==> src/hdl/tsd_ram.sv <==
`default_nettype none
// ----------------------------------------------------------------------------
// tsd_ram: simple dual-port RAM
// One write port, one read port, registered read data.
// ----------------------------------------------------------------------------
module tsd_ram #(
  parameter int WIDTH = 8,
  parameter int DEPTH = 64
) (
  input  wire logic                     clk_i,
  input  wire logic                     we_i,
  input  wire logic [$clog2(DEPTH)-1:0] waddr_i,
  input  wire logic [WIDTH-1:0]         wdata_i,
  input  wire logic                     re_i,
  input  wire logic [$clog2(DEPTH)-1:0] raddr_i,
  output      logic [WIDTH-1:0]         rdata_o
);

  logic [WIDTH-1:0] mem_q [DEPTH];
  logic [WIDTH-1:0] rdata_q;

  always_ff @(posedge clk_i) begin
    if (we_i) begin
      mem_q[waddr_i] <= wdata_i;
    end
    if (re_i) begin
      rdata_q <= mem_q[raddr_i];
    end
  end

  assign rdata_o = rdata_q;

endmodule
`default_nettype wire

==> config.mk <==
export PLATFORM = sky130hd
export DESIGN_NAME = tsd_ram
export DESIGN_NICKNAME = d
export VERILOG_FILES = /design/src/hdl/tsd_ram.sv
export SDC_FILE = /design/constraint.sdc
export NUM_CORES = 1
export LEC_CHECK = 0
export ABC_CLOCK_PERIOD_IN_PS = 5200
export BUFFER_PORTS_ARGS = -buffer_cell sky130_fd_sc_hd__clkbuf_2
export CAP_MARGIN = 10
export CORE_MARGIN = 1.5
export CORE_UTILIZATION = 40
export DETAILED_ROUTE_END_ITERATION = 16
export GPL_TIMING_DRIVEN = 0
export PLACE_DENSITY = 0.6
export SYNTH_ARGS = -nofsm -noshare
export SYNTH_HDL_FRONTEND = slang
export SYNTH_SLANG_ARGS = --single-unit
==> constraint.sdc <==
create_clock -name clk_i -period 5.2 [get_ports clk_i]
set_input_delay 1.04 -clock clk_i [delete_from_list [all_inputs] [get_ports clk_i]]
set_output_delay 1.04 -clock clk_i [all_outputs]
set_load 0.005 [all_outputs]
==> load_flow_metrics.sql <==
INSERT INTO impl_metrics (metric_group, metric, value, unit) VALUES
('yosys', 'synth_enable_flop_cells', '520', ''),
('clock_tree', 'clkLatencyLatePin', '0.59', 'ns'),
('worst_setup_path', 'critPathMaxFanout', '10', ''),
('pwr', 'seq_power_share', '0.525', ''),
('yosys', 'synth-warning-count', '0', ''),
('worst_setup_path', 'setup.worst_path.class', 'input port to flop', ''),
('pwr', 'switching_power', '1850', 'uW'),
('worst_setup_path', 'cpLargestDelayFamily', 'buffers and inverters', ''),
('grt', 'met3_use_gr', '0.0443', ''),
('pwr', 'pwr-share-comb', '0.053', ''),
('pwr', 'power.density_cell_area', '385', 'nW/um^2'),
('worst_setup_path', 'critical_path.n_buffers_inverters', '4', ''),
('placed_design', 'detailed_place.area', '21200', 'sq um'),
('sta', 'final_min_period_over_clock_period', '0.682', ''),
('grt', 'pin_count_of_the_biggest_net_entering_global_routing', '65', ''),
('grt', 'grt_first_pass_wirelength', '70500', 'microns'),
('sta', 'max_slew.worst_pin.slew', '0.988', 'ns'),
('die', 'die_area', '52000', 'sq um'),
('clock_tree', 'ctsHtreeMaxLevel', '2', ''),
('sta', 'finalMaxSlewViolations', '0', ''),
('layout', 'post_route_cells_drive_above_1_share', '0.261', ''),
('layout', 'multiInputGateArea', '4320', 'sq um'),
('yosys', 'netlist.area_leader.share', '0.771', ''),
('clock_tree', 'clockRootBuffer', 'clkbuf_16', ''),
('sta', 'hold-worst-slack', '0.865', 'ns'),
('grt', 'gr-usage-all-layers', '0.190', ''),
('layout', 'relative_area_change_from_synthesis_to_final_layout', '14.0', '%'),
('yosys', 'post_synthesis_net_count', '963', ''),
('yosys', 'synth-seq-cells', '520', ''),
('sta', 'fin_worst_skew', '0.0185', 'ns'),
('clock_tree', 'max-clock-path-buffers', '3', ''),
('worst_setup_path', 'worst_setup_path_start_kind', 'input port', ''),
('route', 'post_drt_wl_per_cell', '28.0', 'microns'),
('pwr', 'netSwitchingFraction', '0.209', ''),
('placed_design', 'placedCellCount', '1637', ''),
('pwr', 'clockPowerShare', '0.422', ''),
('grt', 'grt.busiest_layer', 'met2', ''),
('sta', 'maxSlewHeadroom', '0.339', ''),
('clock_tree', 'cts_made_buffers', '50', ''),
('sta', 'fmax', '0.282', 'GHz'),
('clock_tree', 'hold_buffers', '0', ''),
('placed_design', 'dp_hpwl', '31100', 'microns'),
('worst_setup_path', 'critical_path.max_stage_delay', '0.71', 'ns'),
('sta', 'timing.final.ws_setup', '1.66', 'ns'),
('clock_tree', 'path_clk_slew', '0.06', 'ns'),
('placed_design', 'place.gp.congestion', '0.881', ''),
('clock_tree', 'clock-sinks', '520', ''),
('die', 'initial_utilization', '0.404', ''),
('grt', 'first_global_vias', '10075', ''),
('route', 'detail_route.first_pass.iterations', '5', ''),
('layout', 'fill_cells', '4234', ''),
('run', 'max-cap-violations', '0', ''),
('route', 'ant_nets', '0', ''),
('yosys', 'synth_top_area_cell', 'edfxtp_1', ''),
('sta', 'rsz0062_at_grt', 'false', ''),
('yosys', 'synth_async_sr_flop_share', '0', ''),
('status', 'run_status', 'completed', ''),
('die', 'floorplan.core_area', '50100', 'sq um'),
('grt', 'grt.overflow.total', '0', ''),
('layout', 'post_layout_nonfiller_instances', '1738', ''),
('route', 'route.vias.total', '9787', ''),
('placed_design', 'portBuffers', '22', ''),
('sta', 'period_needed', '3.54', 'ns'),
('yosys', 'synth.cell_area', '20200', 'sq um'),
('layout', 'finalNetCount', '1047', ''),
('layout', 'finalInstanceArea', '23100', 'sq um'),
('yosys', 'syn-mean-instance-area', '21.5', 'sq um'),
('die', 'placementRows', '82', ''),
('yosys', 'post_synth_main_area_contributors', 'edfxtp_1 77%, mux4_2 14%, nor2_1 1.5%', ''),
('grt', 'grt_use_met2', '0.293', ''),
('route', 'dr.first_iter.drc_count', '1170', '');
[cell families (layout without fill, tap and decap cells)]
| kind of cell | after synthesis | in the layout | synth area share |
|---|---|---|---|
| simple gates | 153 | 153 | 0.0337 |
| flops | 520 | 520 | 0.771 |
| mux | 162 | 162 | 0.159 |
| compound gates | 54 | 54 | 0.0206 |
| other cells | 0 | 2 | 0 |
| buf+inv | 51 | 175 | 0.0156 |
[worst paths after layout]
path                                              from                     end  slack, ns  cells after the start
worst min register to register   mem_q[6][7]$_DFFE_PP_    rdata_o[7]$_DFFE_PP_       0.91                      4
worst max register to register  mem_q[21][4]$_DFFE_PP_    rdata_o[4]$_DFFE_PP_       2.86                      5
worst min-delay path                        wdata_i[5]  mem_q[51][5]$_DFFE_PP_       0.86                      1
worst max-delay path                        raddr_i[2]    rdata_o[3]$_DFFE_PP_       1.66                      7
[through the flow]
| stage | utilization | total power (uW) |
|---|---|---|
| finish | 0.461 | 8880 |
| global route | 0.461 | 9090 |
| CTS | 0.458 | 8920 |
| detailed placement | 0.424 | 5210 |
| global placement | 0.423 | 5200 |
| floorplan | - | 4990 |
[final cells by class]
cell class              instances  share of cell area
clock buffers                  62              0.0589
clock inverters                30              0.0143
plain buffers                  51              0.0137
flip-flops and latches        520               0.677
repair buffers                 32              0.0127
multi-input cells             369               0.187
diodes                          2            0.000217
well taps                     672              0.0364
[Yosys cell counts, drive strengths merged (8+ instances only)]
cell,n
buf,34
clkbuf,17
edfxtp,520
mux2,13
mux2i,23
mux4,126
nand2,19
nand3,13
nor2,83
nor2b,14
o221ai,8
o22ai,8
[worst register-to-register path: stages, from the launching register on]
cell	delay, ns
edfxtp_1	0.36
mux4_2	0.47
mux2_2	0.30
o221a_2	0.29
nor3_1	0.38
o32ai_1	0.24
[cell usage in the layout, fill, tap and decap left out, types with 8 or more instances in the layout]
| cell type | Yosys | final |
|---|---|---|
| clkbuf_1 | 17 | 26 |
| buf_2 | 11 | 14 |
| clkbuf_16 | 0 | 53 |
| nor2_1 | 83 | 83 |
| clkinv_2 | 0 | 11 |
| o221ai_1 | 8 | 8 |
| buf_4 | 13 | 15 |
| edfxtp_1 | 520 | 520 |
| nor2b_1 | 14 | 14 |
| mux4_2 | 126 | 126 |
| mux2i_1 | 23 | 23 |
| clkbuf_2 | 0 | 19 |
| clkinv_1 | 0 | 8 |
| nand2_1 | 19 | 19 |
| nand3_1 | 13 | 13 |
| o22ai_1 | 8 | 8 |
| mux2_2 | 13 | 13 |
| buf_12 | 2 | 9 |
[routing by layer]
layer	wire length, microns	vias to the layer above
met1	20400	5145
li1	-	4123
met5	27	-
met4	1630	4
met3	3930	91
met2	22600	424
[power groups by stage]
stage	clock (uW)	combinational [uW]	sequential, uW
floorplan	0	247	4740
global placement	0	451	4750
detailed placement	0	460	4750
CTS	3800	460	4660
global route	3930	499	4660
finish	3750	471	4660
[registers in the layout, summed over array words and instances, names as in the netlist]
register,cells
mem_q,512
rdata_o,8
Note: power is estimated with default switching activity, not from simulation.
