`config.mk`:
```
export PLATFORM = sky130hd
export DESIGN_NAME = tsd_div
export DESIGN_NICKNAME = d
export VERILOG_FILES = /design/src/hdl/tsd_pkg.sv /design/src/hdl/tsd_div.sv
export SDC_FILE = /design/constraint.sdc
export NUM_CORES = 1
export LEC_CHECK = 0
export BUFFER_PORTS_ARGS = -buffer_cell sky130_fd_sc_hd__buf_2
export CAP_MARGIN = 20
export CORE_UTILIZATION = 66
export CTS_CLUSTER_SIZE = 10
export DETAILED_ROUTE_END_ITERATION = 8
export PLACE_DENSITY = 0.95
export SLEW_MARGIN = 15
export SYNTH_ARGS = -nofsm -noshare
export SYNTH_HDL_FRONTEND = slang
export SYNTH_SLANG_ARGS = --single-unit
```
`constraint.sdc`:
```
create_clock -name clk_i -period 13.1 [get_ports clk_i]
set_input_delay 0.655 -clock clk_i [delete_from_list [all_inputs] [get_ports clk_i]]
set_output_delay 0.655 -clock clk_i [all_outputs]
set_load 0.03 [all_outputs]
```
`src/hdl/tsd_pkg.sv`:
```
`default_nettype none
// ----------------------------------------------------------------------------
// tsd_pkg: shared types and constants of the taut-string TV denoiser
// Sizes, segment entry layout, divider handshake and sequencer states.
// ----------------------------------------------------------------------------
package tsd_pkg;

  localparam int MAX_LEN  = 64;
  localparam int IDX_W    = $clog2(MAX_LEN);
  localparam int CNT_W    = $clog2(MAX_LEN + 1);
  localparam int SMP_W    = 32;
  localparam int LAM_W    = 31;
  localparam int RISE_W   = SMP_W + IDX_W + 2;
  localparam int CMP_W    = RISE_W + 1;
  localparam int DIV_BITS = 4;
  localparam int DIV_ITERS = (RISE_W + DIV_BITS - 1) / DIV_BITS;
  localparam int CFG_IDX_W = 1;

  typedef enum logic [CFG_IDX_W-1:0] {
    CFG_LAMBDA       = 1'b0,
    CFG_START_OFFSET = 1'b1
  } cfg_idx_e;

  typedef struct packed {
    logic [CNT_W-1:0]         len;
    logic signed [RISE_W-1:0] rise;
    logic signed [SMP_W-1:0]  slope;
  } seg_t;

  typedef struct packed {
    logic                     start;
    logic signed [RISE_W-1:0] num;
    logic [CNT_W-1:0]         den;
  } div_req_t;

  typedef struct packed {
    logic                    done;
    logic signed [SMP_W-1:0] quo;
  } div_rsp_t;

  typedef enum logic [3:0] {
    ST_IDLE,
    ST_PT_EMIT,
    ST_ADD_START,
    ST_ADD_FIRST,
    ST_ADD_MERGE,
    ST_DIV_GO,
    ST_DIV_WAIT,
    ST_PUSH,
    ST_KNOT_RD,
    ST_KNOT_CMP,
    ST_KNOT_EMIT,
    ST_FL_RD,
    ST_FL_DATA,
    ST_FL_END
  } state_e;

  // clamp to the 32-bit signed range
  function automatic logic signed [SMP_W-1:0] sat32(input logic signed [CMP_W-1:0] v);
    logic signed [CMP_W-1:0] hi;
    logic signed [CMP_W-1:0] lo;
    hi = {{(CMP_W-SMP_W+1){1'b0}}, {(SMP_W-1){1'b1}}};
    lo = {{(CMP_W-SMP_W+1){1'b1}}, {(SMP_W-1){1'b0}}};
    if (v > hi) begin
      return hi[SMP_W-1:0];
    end else if (v < lo) begin
      return lo[SMP_W-1:0];
    end
    return v[SMP_W-1:0];
  endfunction

endpackage
`default_nettype wire

```
`src/hdl/tsd_div.sv`:
```
`default_nettype none
// ----------------------------------------------------------------------------
// tsd_div: iterative slope divider
// Signed rise over unsigned length, truncated toward zero, saturated to
// 32 bits; zero length gives zero. Radix-16 restoring, one pulse on done.
// ----------------------------------------------------------------------------
module tsd_div (
  input  wire logic               clk_i,
  input  wire logic               rst_ni,
  input  wire tsd_pkg::div_req_t  req_i,
  output      tsd_pkg::div_rsp_t  rsp_o
);

  localparam int QW   = tsd_pkg::DIV_ITERS * tsd_pkg::DIV_BITS;
  localparam int IT_W = $clog2(tsd_pkg::DIV_ITERS + 1);

  logic                        busy_q, busy_d;
  logic                        fin_q, fin_d;
  logic                        done_q, done_d;
  logic [IT_W-1:0]             it_q, it_d;
  logic [tsd_pkg::CNT_W-1:0]   rem_q, rem_d;
  logic [tsd_pkg::CNT_W-1:0]   den_q, den_d;
  logic [QW-1:0]               quo_q, quo_d;
  logic                        neg_q, neg_d;
  logic signed [31:0]          res_q, res_d;

  always_comb begin
    logic [tsd_pkg::CNT_W:0]        r;
    logic [QW-1:0]                  q;
    logic [tsd_pkg::RISE_W-1:0]     mag;
    logic signed [tsd_pkg::CMP_W-1:0] sv;
    busy_d = busy_q;
    fin_d  = 1'b0;
    done_d = 1'b0;
    it_d   = it_q;
    rem_d  = rem_q;
    den_d  = den_q;
    quo_d  = quo_q;
    neg_d  = neg_q;
    res_d  = res_q;
    r      = '0;
    q      = quo_q;
    mag    = req_i.num[tsd_pkg::RISE_W-1] ? tsd_pkg::RISE_W'(-req_i.num) : req_i.num;
    sv     = '0;
    if (req_i.start) begin
      busy_d = 1'b1;
      it_d   = '0;
      rem_d  = '0;
      den_d  = req_i.den;
      neg_d  = req_i.num[tsd_pkg::RISE_W-1];
      quo_d  = QW'(mag);
    end else if (busy_q) begin
      r = {1'b0, rem_q};
      for (int k = 0; k < tsd_pkg::DIV_BITS; k++) begin
        r = {r[tsd_pkg::CNT_W-1:0], q[QW-1]};
        q = {q[QW-2:0], 1'b0};
        if (r >= {1'b0, den_q}) begin
          r    = r - {1'b0, den_q};
          q[0] = 1'b1;
        end
      end
      rem_d = r[tsd_pkg::CNT_W-1:0];
      quo_d = q;
      it_d  = it_q + IT_W'(1);
      if (it_q == IT_W'(tsd_pkg::DIV_ITERS - 1)) begin
        busy_d = 1'b0;
        fin_d  = 1'b1;
      end
    end
    if (fin_q) begin
      sv = {1'b0, quo_q[tsd_pkg::RISE_W-1:0]};
      if (neg_q) begin
        sv = -sv;
      end
      res_d  = (den_q == '0) ? '0 : tsd_pkg::sat32(sv);
      done_d = 1'b1;
    end
  end

  always_ff @(posedge clk_i or negedge rst_ni) begin
    if (!rst_ni) begin
      busy_q <= 1'b0;
      fin_q  <= 1'b0;
      done_q <= 1'b0;
      it_q   <= '0;
      rem_q  <= '0;
      den_q  <= '0;
      quo_q  <= '0;
      neg_q  <= 1'b0;
      res_q  <= '0;
    end else begin
      busy_q <= busy_d;
      fin_q  <= fin_d;
      done_q <= done_d;
      it_q   <= it_d;
      rem_q  <= rem_d;
      den_q  <= den_d;
      quo_q  <= quo_d;
      neg_q  <= neg_d;
      res_q  <= res_d;
    end
  end

  assign rsp_o.done = done_q;
  assign rsp_o.quo  = res_q;

endmodule
`default_nettype wire

```
==> impl_metrics.toml, run 1 <==
[run_status]
status = "finished, final reports clean"

[power_and_ir_drop]
seqPwrFrac_pct = 16.2
p_int_mw = 1.327
power.density_mw_per_mm2 = 306.7
p_leak_nw = 3.773
p_sw_mw = 1.344
power_switching_share_pct = 50.31
combPwrFrac_pct = 74.3
power_frac_clock_pct = 9.4
irDropWorstVdd_uv = 344.9

[timing]
fin_skew_ns = 0.01118
tightest_slew_ns = 1.013
slew_violations = 0
slew_headroom_pct = 31.59
fin_crit_sh_pct = 67.24
period_needed_ns = 8.808
finalHoldViolCount = 0
max_freq_ghz = 0.1135
rsz0062_at_grt = "false"
setup_viol = 0
finalSetupTns_ns = 0

[cts]
cts_inserted_buffers = 9
cts_hold_buf = 0
cts_tree = "done"
cts_max_level = 3
post_cts_resized = 0
clkLatencyLatePin_ns = 0.35
postCtsSetupRepairBufs = 0
cts.clk_slew.worst_paths_ns = 0.07
clock_tree.root_cell = "clkbuf_16"
clk_path_buf_depth = 2
clock-sinks = 94

[worst_setup_path]
r2r-start = "quo_q[39]"
reg2regPathDepth = 31
r2r-end = "rem_q[5]"
endpoint_kind = "register"
crit_start = "quo_q[39]"
crit_arrival_ns = 9.01
cp.required_ns = 13.31
crit_path_max_fanout = 12
slowest_delay_ns = 0.73
crit_slowest_cell = "nor3_1"
worstSetupPathType = "reg2reg"
r2r_setup_slack_ns = 4.29
crit_path_end = "rem_q[5]"
cp-start-kind = "register"

[finish]
final_cell_mix = "dfrtp_1, buf_2, o21ai_0, inv_1, nand2_1"
drive_gt1_share_pct = 17.81
area_growth_pct = 7.372
fin_util_pct = 72.52
layout.nets = 1041
fillers = 867
layout.cells.non_filler = 1107
final_common_cell = "dfrtp_1"
n_antenna_cell = 0

[synthesis]
synthTopCellsByArea = "dfrtp_1, o221ai_2, ha_1"
yosysWarnings = 0
synthCells = 927
synth_top_cell_by_area = "dfrtp_1"
syn_nets = 1013
ys_async_sr_fraction_pct = 100.0
ys.flop_type = "dfrtp_1"
syn_area_per_cell_um2 = 8.752
syn_area_mm2 = 0.008113
ys_seq_area_share_pct = 28.99
synth.top_cell.area_share_pct = 28.99
synth_edf_count = 0
ys_ff_latch = 94
ys_types = 80

[detailed_routing]
viasPerCell = 6.780
drc = 0
drt_iter0_drc = 1000
dr_wl_met3_mm = 2.000
routed.top_layer = "met4"
drt_wl_total_mm = 20.99
vias = 7505
wl_met1_mm = 9.062
met2_length_mm = 9.450
first_pass_iters = 5
post_drt_wl_per_cell_um = 18.96
antenna_left = 0

[global_route]
grt_max_degree = 109
grt_pass1_vias = 6924
grt_use_total_pct = 33.35
grt-ovfl-total = 0
grt_pass1_wl_mm = 34.04
antenna_found_initial = 0

[floorplanning]
core_area_mm2 = 0.01201
die_h_um = 112.9
die_area_mm2 = 0.01274
initial_utilization_pct = 67.54
row_count = 40
ios = 83
fp.dieW_um = 112.9

[placed_design]
place.gp.congestion = 0.9829
placed_cells = 1091
hpwl_mm = 14.84
port_buffers = 82

[flow_run]
cap_violations = 0

[min_path]
hp-class = "in2async"
## registers in the layout, summed over array words and instances, names as in the netlist
name,count
rem_q,7
fin_q,1
busy_q,1
it_q,4
res_q,32
neg_q,1
done_q,1
den_q,7
quo_q,40
## worst max-delay path, delay by kind of cell (launching register included)
kind	cells	cell delay [ns]
compound gates	15	3.66
flops	1	0.45
simple gates	5	1.58
buf+inv	3	0.30
mux	3	1.07
fa+ha+maj	5	1.60
## cells by family after synthesis
kind of cell	after synthesis	share of synthesized area (%)
AO/OA/AOI/OAI	266	25.68
XOR/XNOR	82	8.853
adder cells (fa/ha/maj)	36	5.922
buffers and inverters	140	7.526
flip-flops	94	28.99
multiplexers	39	4.997
AND/OR/NAND/NOR	270	18.03
## area by class of cell
| cell class | instances | area, um2 | share of cell area (%) |
|---|---|---|---|
| multi-input cells | 693 | 5165 | 59.29 |
| flip-flops and latches | 94 | 2355 | 27.03 |
| repair buffers | 89 | 465.4 | 5.343 |
| clock buffers | 12 | 256.5 | 2.945 |
| inverters | 68 | 255.2 | 2.930 |
| well taps | 147 | 183.9 | 2.111 |
| clock inverters | 4 | 30.03 | 0.3447 |
## Yosys cell counts, drive strengths merged, types with 17 or more instances
cell	number
a211oi	21
a21oi	30
buf	17
clkbuf	55
dfrtp	94
ha	32
inv	67
mux2i	27
nand2	67
nand3	22
nor2	40
nor3	25
nor4	18
o21ai	72
o221ai	33
o31ai	26
xnor2	39
xor2	43
## how the worst min path moves through the flow
| stage | from | cells past startpoint | end | slack (ns) |
|---|---|---|---|---|
| finish | rst_ni | 1 | res_q[26] | 0.27 |
| global route | rst_ni | 1 | res_q[26] | 0.31 |
| CTS | rst_ni | 1 | res_q[26] | 0.29 |
| detailed placement | res_q[22] | 2 | res_q[22] | 0.55 |
| global placement | it_q[3] | 2 | it_q[3] | 0.52 |
| floorplan | fin_q | 0 | done_q | 0.35 |
## metrics by stage
step           hold slack [ns]  area (um2)  setup slack, ns  total power, mW
2_1_floorplan           0.3520        8113            5.424            1.949
3_3_place_gp            0.5240        8424            4.938            2.282
3_5_place_dp            0.5499        8424            4.534            2.339
4_1_cts                 0.2874        8711            4.445            2.609
5_1_grt                 0.3133        8711            3.616            2.860
6_report                0.2659        8711            4.292            2.671
## power groups by stage
stage | clock network [mW] | logic, mW | registers [mW]
2_1_floorplan | 0 | 1.55 | 0.403
3_3_place_gp | 0 | 1.85 | 0.430
3_5_place_dp | 0 | 1.91 | 0.432
4_1_cts | 0.251 | 1.93 | 0.428
5_1_grt | 0.261 | 2.16 | 0.438
6_report | 0.252 | 1.99 | 0.434
## per-layer routing
layer  vias up  track usage (%)
li1       3479                -
met1      3501            48.73
met2       466            51.15
met3        59            4.446
met4         0            11.32
met5         -                0
No activity file was read; power rests on OpenSTA's default activity.
==> run 2: changes to the inputs <==
--- a/config.mk
+++ b/config.mk
@@ -5,12 +5,13 @@
 export SDC_FILE = /design/constraint.sdc
 export NUM_CORES = 1
 export LEC_CHECK = 0
+export ABC_AREA = 1
 export BUFFER_PORTS_ARGS = -buffer_cell sky130_fd_sc_hd__buf_2
 export CAP_MARGIN = 20
-export CORE_UTILIZATION = 66
+export CORE_UTILIZATION = 55
 export CTS_CLUSTER_SIZE = 10
 export DETAILED_ROUTE_END_ITERATION = 8
-export PLACE_DENSITY = 0.95
+export PLACE_DENSITY = 0.87
 export SLEW_MARGIN = 15
 export SYNTH_ARGS = -nofsm -noshare
 export SYNTH_HDL_FRONTEND = slang
==> constraint.sdc (replaced) <==
create_clock -name clk_i -period 7.9 [get_ports clk_i]
set_input_delay 0.395 -clock clk_i [delete_from_list [all_inputs] [get_ports clk_i]]
set_output_delay 0.395 -clock clk_i [all_outputs]
set_load 0.03 [all_outputs]
==> impl_metrics.toml, run 2 <==
[run_status]
status = "finished, final reports clean"

[finish]
final_common_cell = "nand2_1"
area_growth_pct = 9.255
largest_reg_flops = 40
reg_top3 = "quo_q: 40 flops, res_q: 32 flops"
largest-register = "quo_q"
n_antenna_cell = 0
layout.cells.non_filler = 1560
layout.nets = 1453
drive_gt1_share_pct = 13.78
final_cell_mix = "nand2_1, inv_1, nand3_1, nor2_1, dfrtp_1"

[cts]
cts_inserted_buffers = 9
cts_tree = "done"
clock-sinks = 94
cts_max_level = 3
cts.clk_slew.worst_paths_ns = 0.06
clkLatencyLatePin_ns = 0.36
clk_path_buf_depth = 2
postCtsSetupRepairBufs = 0
clock_tree.root_cell = "clkbuf_16"

[min_path]
min_from = "req_i[2]"
hp-class = "in2reg"
hold_end = "den_q[2]"
hold_depth = 3

[worst_setup_path]
path_depth = 42
crit_family = "compound AO/OA/AOI/OAI gates"
r2r-start = "quo_q[39]"
crit_arrival_ns = 7.46
slowest_delay_ns = 0.44
crit_path_max_fanout = 14
crit_slowest_cell = "fa_1"
worstSetupPathType = "reg2reg"
path_buf_inv = 6
endpoint_kind = "register"
r2r-end = "rem_q[6]"
cp-start-kind = "register"
reg2regPathDepth = 42
cp.required_ns = 8.15
r2r_setup_slack_ns = 0.69

[global_route]
use_met3_pct = 4.977
grt_max_degree = 68
antenna_found_initial = 0
grt_pass1_wl_mm = 38.28
use_met1_pct = 46.56
grt_use_total_pct = 29.96
gr-max-usage-layer = "met1"
grt_pass1_vias = 7590
met2_usage_pct = 41.99
grt-ovfl-total = 0

[floorplanning]
die_area_mm2 = 0.01596
initial_utilization_pct = 56.14
row_count = 45
core_area_mm2 = 0.01515
die_h_um = 126.3
ios = 83
fp.dieW_um = 126.3

[power_and_ir_drop]
p_leak_nw = 4.909
power_switching_share_pct = 54.68
irDropWorstVdd_uv = 953.0
combPwrFrac_pct = 76.1
seqPwrFrac_pct = 14.0
p_sw_mw = 2.533
p_int_mw = 2.099
power.density_mw_per_mm2 = 498.6
totalPowerFinal_mw = 4.632
power_frac_clock_pct = 9.9

[synthesis]
ys_ff_latch = 94
yosysWarnings = 0
ys.flop_type = "dfrtp_1"
syn_area_per_cell_um2 = 6.496
synth.top_cell.area_share_pct = 27.66
synthCells = 1309
ys_async_sr_fraction_pct = 100.0
synthTopCellsByCount = "nand2_1, inv_1, nand3_1"
synth_most_common_cell = "nand2_1"
syn_nets = 1395
synthTopCellsByArea = "dfrtp_1, nand2_1, nand3_1"
ys_types = 54
synth_edf_count = 0
ys_seq_area_share_pct = 27.66
synth_top_cell_by_area = "dfrtp_1"
syn_area_mm2 = 0.008503

[placed_design]
placed_cells = 1543
port_buffers = 82
place.gp.congestion = 0.9834
hpwl_mm = 18.03

[detailed_routing]
drt_iter0_drc = 876
drt_wl_total_mm = 23.25
drc = 0
antenna_left = 0
first_pass_iters = 6
vias = 8850
viasPerCell = 5.673
post_drt_wl_per_cell_um = 14.90

[timing]
fin_crit_sh_pct = 91.29
fin_skew_ns = 0.01117
slew_violations = 0
slew_headroom_pct = 31.04
finalSetupTns_ns = 0
setup_viol = 0
max_freq_ghz = 0.1387
period_needed_ns = 7.212
tightest_slew_ns = 1.028
finalHoldViolCount = 0
rsz0062_at_grt = "false"

[flow_run]
cap_violations = 0
## run 2: cell types whose count changed after synthesis, moves of 25 or more
cell / previous run / this run
nand3_2: 0 / 26
xnor2_1: 39 / 10
nor2_1: 40 / 116
o221ai_1: 3 / 30
mux2i_1: 27 / 0
o31ai_1: 26 / 1
o221ai_2: 30 / 0
nand2_1: 67 / 445
inv_1: 67 / 147
nand3_1: 22 / 138
clkbuf_1: 54 / 23
## run 2: final cells by class
class / instances / area [um2]
clock buffers: 10 / 239.0
clock inverters: 6 / 75.07
fillers: 1380 / 5856
inverters: 161 / 604.3
multi-input cells: 1013 / 5323
flip-flops and latches: 94 / 2354
well taps: 188 / 235.2
repair buffers: 88 / 460.4
## run 2: cells by family (layout without fill, tap and decap cells)
group | count (synthesis) | count (layout) | share of synthesized area (%)
simple gates | 805 | 805 | 42.72
buf+inv | 202 | 265 | 9.873
xor+xnor | 35 | 35 | 3.605
compound gates | 137 | 137 | 10.49
fa+ha+maj | 36 | 36 | 5.650
flops | 94 | 94 | 27.66
## run 2: metrics by stage
step	util, %	setup slack [ns]	instance area, um2	hold slack, ns
finish	61.34	0.6877	9290	0.2476
global route	61.34	0.04981	9290	0.2702
CTS	61.26	0.5370	9279	0.2454
detailed placement	59.12	0.5887	8955	0.3759
global placement	59.12	0.8324	8955	0.3729
floorplan	-	1.417	8503	0.09941
## run 2: repair_timing
item	CTS	global route
hold buffers	1	0
setup endpoints to repair	0	8
gates resized for setup	0	7
endpoints found under the hold margin	20	0
## run 2: metal layers
layer	up-vias	wire length, um
met5	-	0
met2	428	9559
met1	4021	10960
met3	34	2229
met4	0	499
li1	4367	-
## run 2: how the worst max path moves through the flow
stage | start | endpoint | slack [ns]
2_1_floorplan | quo_q[39] | rem_q[0] | 1.42
3_3_place_gp | quo_q[39] | rem_q[1] | 0.83
3_5_place_dp | den_q[1] | rem_q[6] | 0.59
4_1_cts | den_q[1] | rem_q[6] | 0.54
5_1_grt | quo_q[39] | rem_q[5] | 0.05
6_report | quo_q[39] | rem_q[6] | 0.69
## run 2: power by group through the flow
stage	registers (mW)	logic (mW)	clock network, mW
detailed placement	0.652	3.44	0
CTS	0.644	3.47	0.465
global placement	0.651	3.36	0
finish	0.650	3.52	0.459
floorplan	0.633	2.75	0
global route	0.653	3.99	0.486
## run 2: worst min-delay path: cells and delay by family
| kind | cells | cell delay (ns) |
|---|---|---|
| AO/OA/AOI/OAI | 1 | 0.05 |
| buffers and inverters | 1 | 0.07 |
| AND/OR/NAND/NOR | 1 | 0.04 |
==> run 3: changes to the inputs <==
--- a/config.mk
+++ b/config.mk
@@ -8,10 +8,12 @@
 export ABC_AREA = 1
 export BUFFER_PORTS_ARGS = -buffer_cell sky130_fd_sc_hd__buf_2
 export CAP_MARGIN = 20
-export CORE_UTILIZATION = 55
+export CELL_PAD_IN_SITES_DETAIL_PLACEMENT = 1
+export CELL_PAD_IN_SITES_GLOBAL_PLACEMENT = 2
+export CORE_UTILIZATION = 30
 export CTS_CLUSTER_SIZE = 10
 export DETAILED_ROUTE_END_ITERATION = 8
-export PLACE_DENSITY = 0.87
+export PLACE_DENSITY = 0.86
 export SLEW_MARGIN = 15
 export SYNTH_ARGS = -nofsm -noshare
 export SYNTH_HDL_FRONTEND = slang
==> impl_metrics.toml, run 3 (synthesis gave the netlist of run 2 again) <==
[timing]
setup_viol = 0
max_freq_ghz = 0.1369
fin_crit_sh_pct = 92.47
finalHoldViolCount = 0
fin_skew_ns = 0.01568
slew_violations = 0
finalSetupTns_ns = 0
slew_headroom_pct = 38.87
period_needed_ns = 7.305
rsz0062_at_grt = "false"
tightest_slew_ns = 0.9159

[power_and_ir_drop]
p_sw_mw = 2.673
seqPwrFrac_pct = 13.8
irDropWorstVdd_uv = 562.0
power.density_mw_per_mm2 = 499.0
p_leak_nw = 4.897
combPwrFrac_pct = 76.8
power_switching_share_pct = 56.31
power_frac_clock_pct = 9.4
totalPowerFinal_mw = 4.747
p_int_mw = 2.074

[cts]
cts_max_level = 3
cts_inserted_buffers = 9
postCtsSetupRepairBufs = 0
clk_path_buf_depth = 2
cts.clk_slew.worst_paths_ns = 0.08
clkLatencyLatePin_ns = 0.37
cts_tree = "done"
clock-sinks = 94
clock_tree.root_cell = "clkbuf_16"

[finish]
fillers = 3666
final_cell_mix = "nand2_1, inv_1, nand3_1, nor2_1, dfrtp_1"
seq_area_mm2 = 0.002354
largest-register = "quo_q"
area_growth_pct = 11.87
drive_gt1_share_pct = 13.92
n_antenna_cell = 0
layout.nets = 1453
largest_reg_flops = 40
multi_input_comb_area_mm2 = 0.005330
final_common_cell = "nand2_1"
reg_top3 = "quo_q: 40 flops, res_q: 32 flops"

[placed_design]
hpwl_mm = 22.97
port_buffers = 82
place.gp.congestion = 0.8330

[worst_setup_path]
worstSetupPathType = "reg2reg"
crit_arrival_ns = 7.55
crit_path_max_fanout = 14
slowest_delay_ns = 0.44
cp.required_ns = 8.14
crit_slowest_cell = "fa_1"
endpoint_kind = "register"
cp-start-kind = "register"

[detailed_routing]
antenna_left = 0
drt_iter0_drc = 532
drt_wl_total_mm = 28.73
post_drt_wl_per_cell_um = 16.42
drc = 0
vias = 8673
viasPerCell = 4.956
first_pass_iters = 5

[global_route]
grt_pass1_wl_mm = 46.32
grt_use_total_pct = 20.41
grt_pass1_vias = 8469
grt_max_degree = 68
antenna_found_initial = 0
grt-ovfl-total = 0

[run_status]
status = "finished, final reports clean"

[floorplanning]
ios = 83
die_area_mm2 = 0.02902
row_count = 61
die_h_um = 170.4
fp.dieW_um = 170.4
core_area_mm2 = 0.02786
initial_utilization_pct = 30.52

[flow_run]
cap_violations = 0

[min_path]
hp-class = "in2async"
-- run 3: repair_timing --
item,CTS,global route
gates resized for setup,0,10
hold buffers,0,0
setup endpoints to repair,0,8
-- run 3: cell type report --
class / count / area share, %
tap: 378 / 4.972
clock buffer: 9 / 2.367
clock inverter: 7 / 0.7234
multi-input combinational: 1013 / 56.03
inverter: 161 / 6.353
timing repair buffer: 88 / 4.814
sequential: 94 / 24.74
-- run 3: path summary, 6_finish.rpt --
path                            depth (start not counted)      start        to  slack (ns)
worst max-delay path                                   42  quo_q[39]  rem_q[1]        0.60
worst min-delay path                                    1     rst_ni  res_q[7]        0.01
worst max register to register                         42  quo_q[39]  rem_q[1]        0.60
worst min register to register                          0      fin_q    done_q        0.46
max in group asynchronous                               2     rst_ni  rem_q[1]        6.74
min in group clk_i                                      3   req_i[5]  den_q[5]        0.23
-- run 3: metrics by stage --
stage	instances	setup slack (ns)	utilization (%)	area [um2]	hold WS (ns)
floorplan	1309	1.417	-	8503	0.09941
global placement	1734	0.7001	33.02	9200	0.4274
detailed placement	1734	0.2943	33.02	9200	0.4312
CTS	1750	0.2571	34.08	9494	0.03710
global route	1750	0.05735	34.15	9513	0.05376
finish	1750	0.5952	34.15	9513	0.01360
-- run 3: power groups by stage --
| stage | combinational (mW) | clock [mW] | sequential (mW) |
|---|---|---|---|
| 4_1_cts | 3.61 | 0.456 | 0.651 |
| 6_report | 3.65 | 0.447 | 0.654 |
| 5_1_grt | 4.18 | 0.474 | 0.660 |
| 3_3_place_gp | 3.47 | 0 | 0.658 |
| 2_1_floorplan | 2.75 | 0 | 0.633 |
| 3_5_place_dp | 3.60 | 0 | 0.660 |
-- run 3: critical path: cells and delay by family, from the launching register on --
kind | cells | cell delay, ns
compound gates | 16 | 2.99
buf+inv | 6 | 0.53
fa+ha+maj | 5 | 1.72
flops | 1 | 0.40
simple gates | 15 | 1.54
-- run 3: routing by layer --
metal | track usage [%] | wire (um)
met1 | 32.01 | 15450
met2 | 29.35 | 11780
met3 | 2.023 | 1058
met4 | 4.700 | 433
met5 | 0 | 0
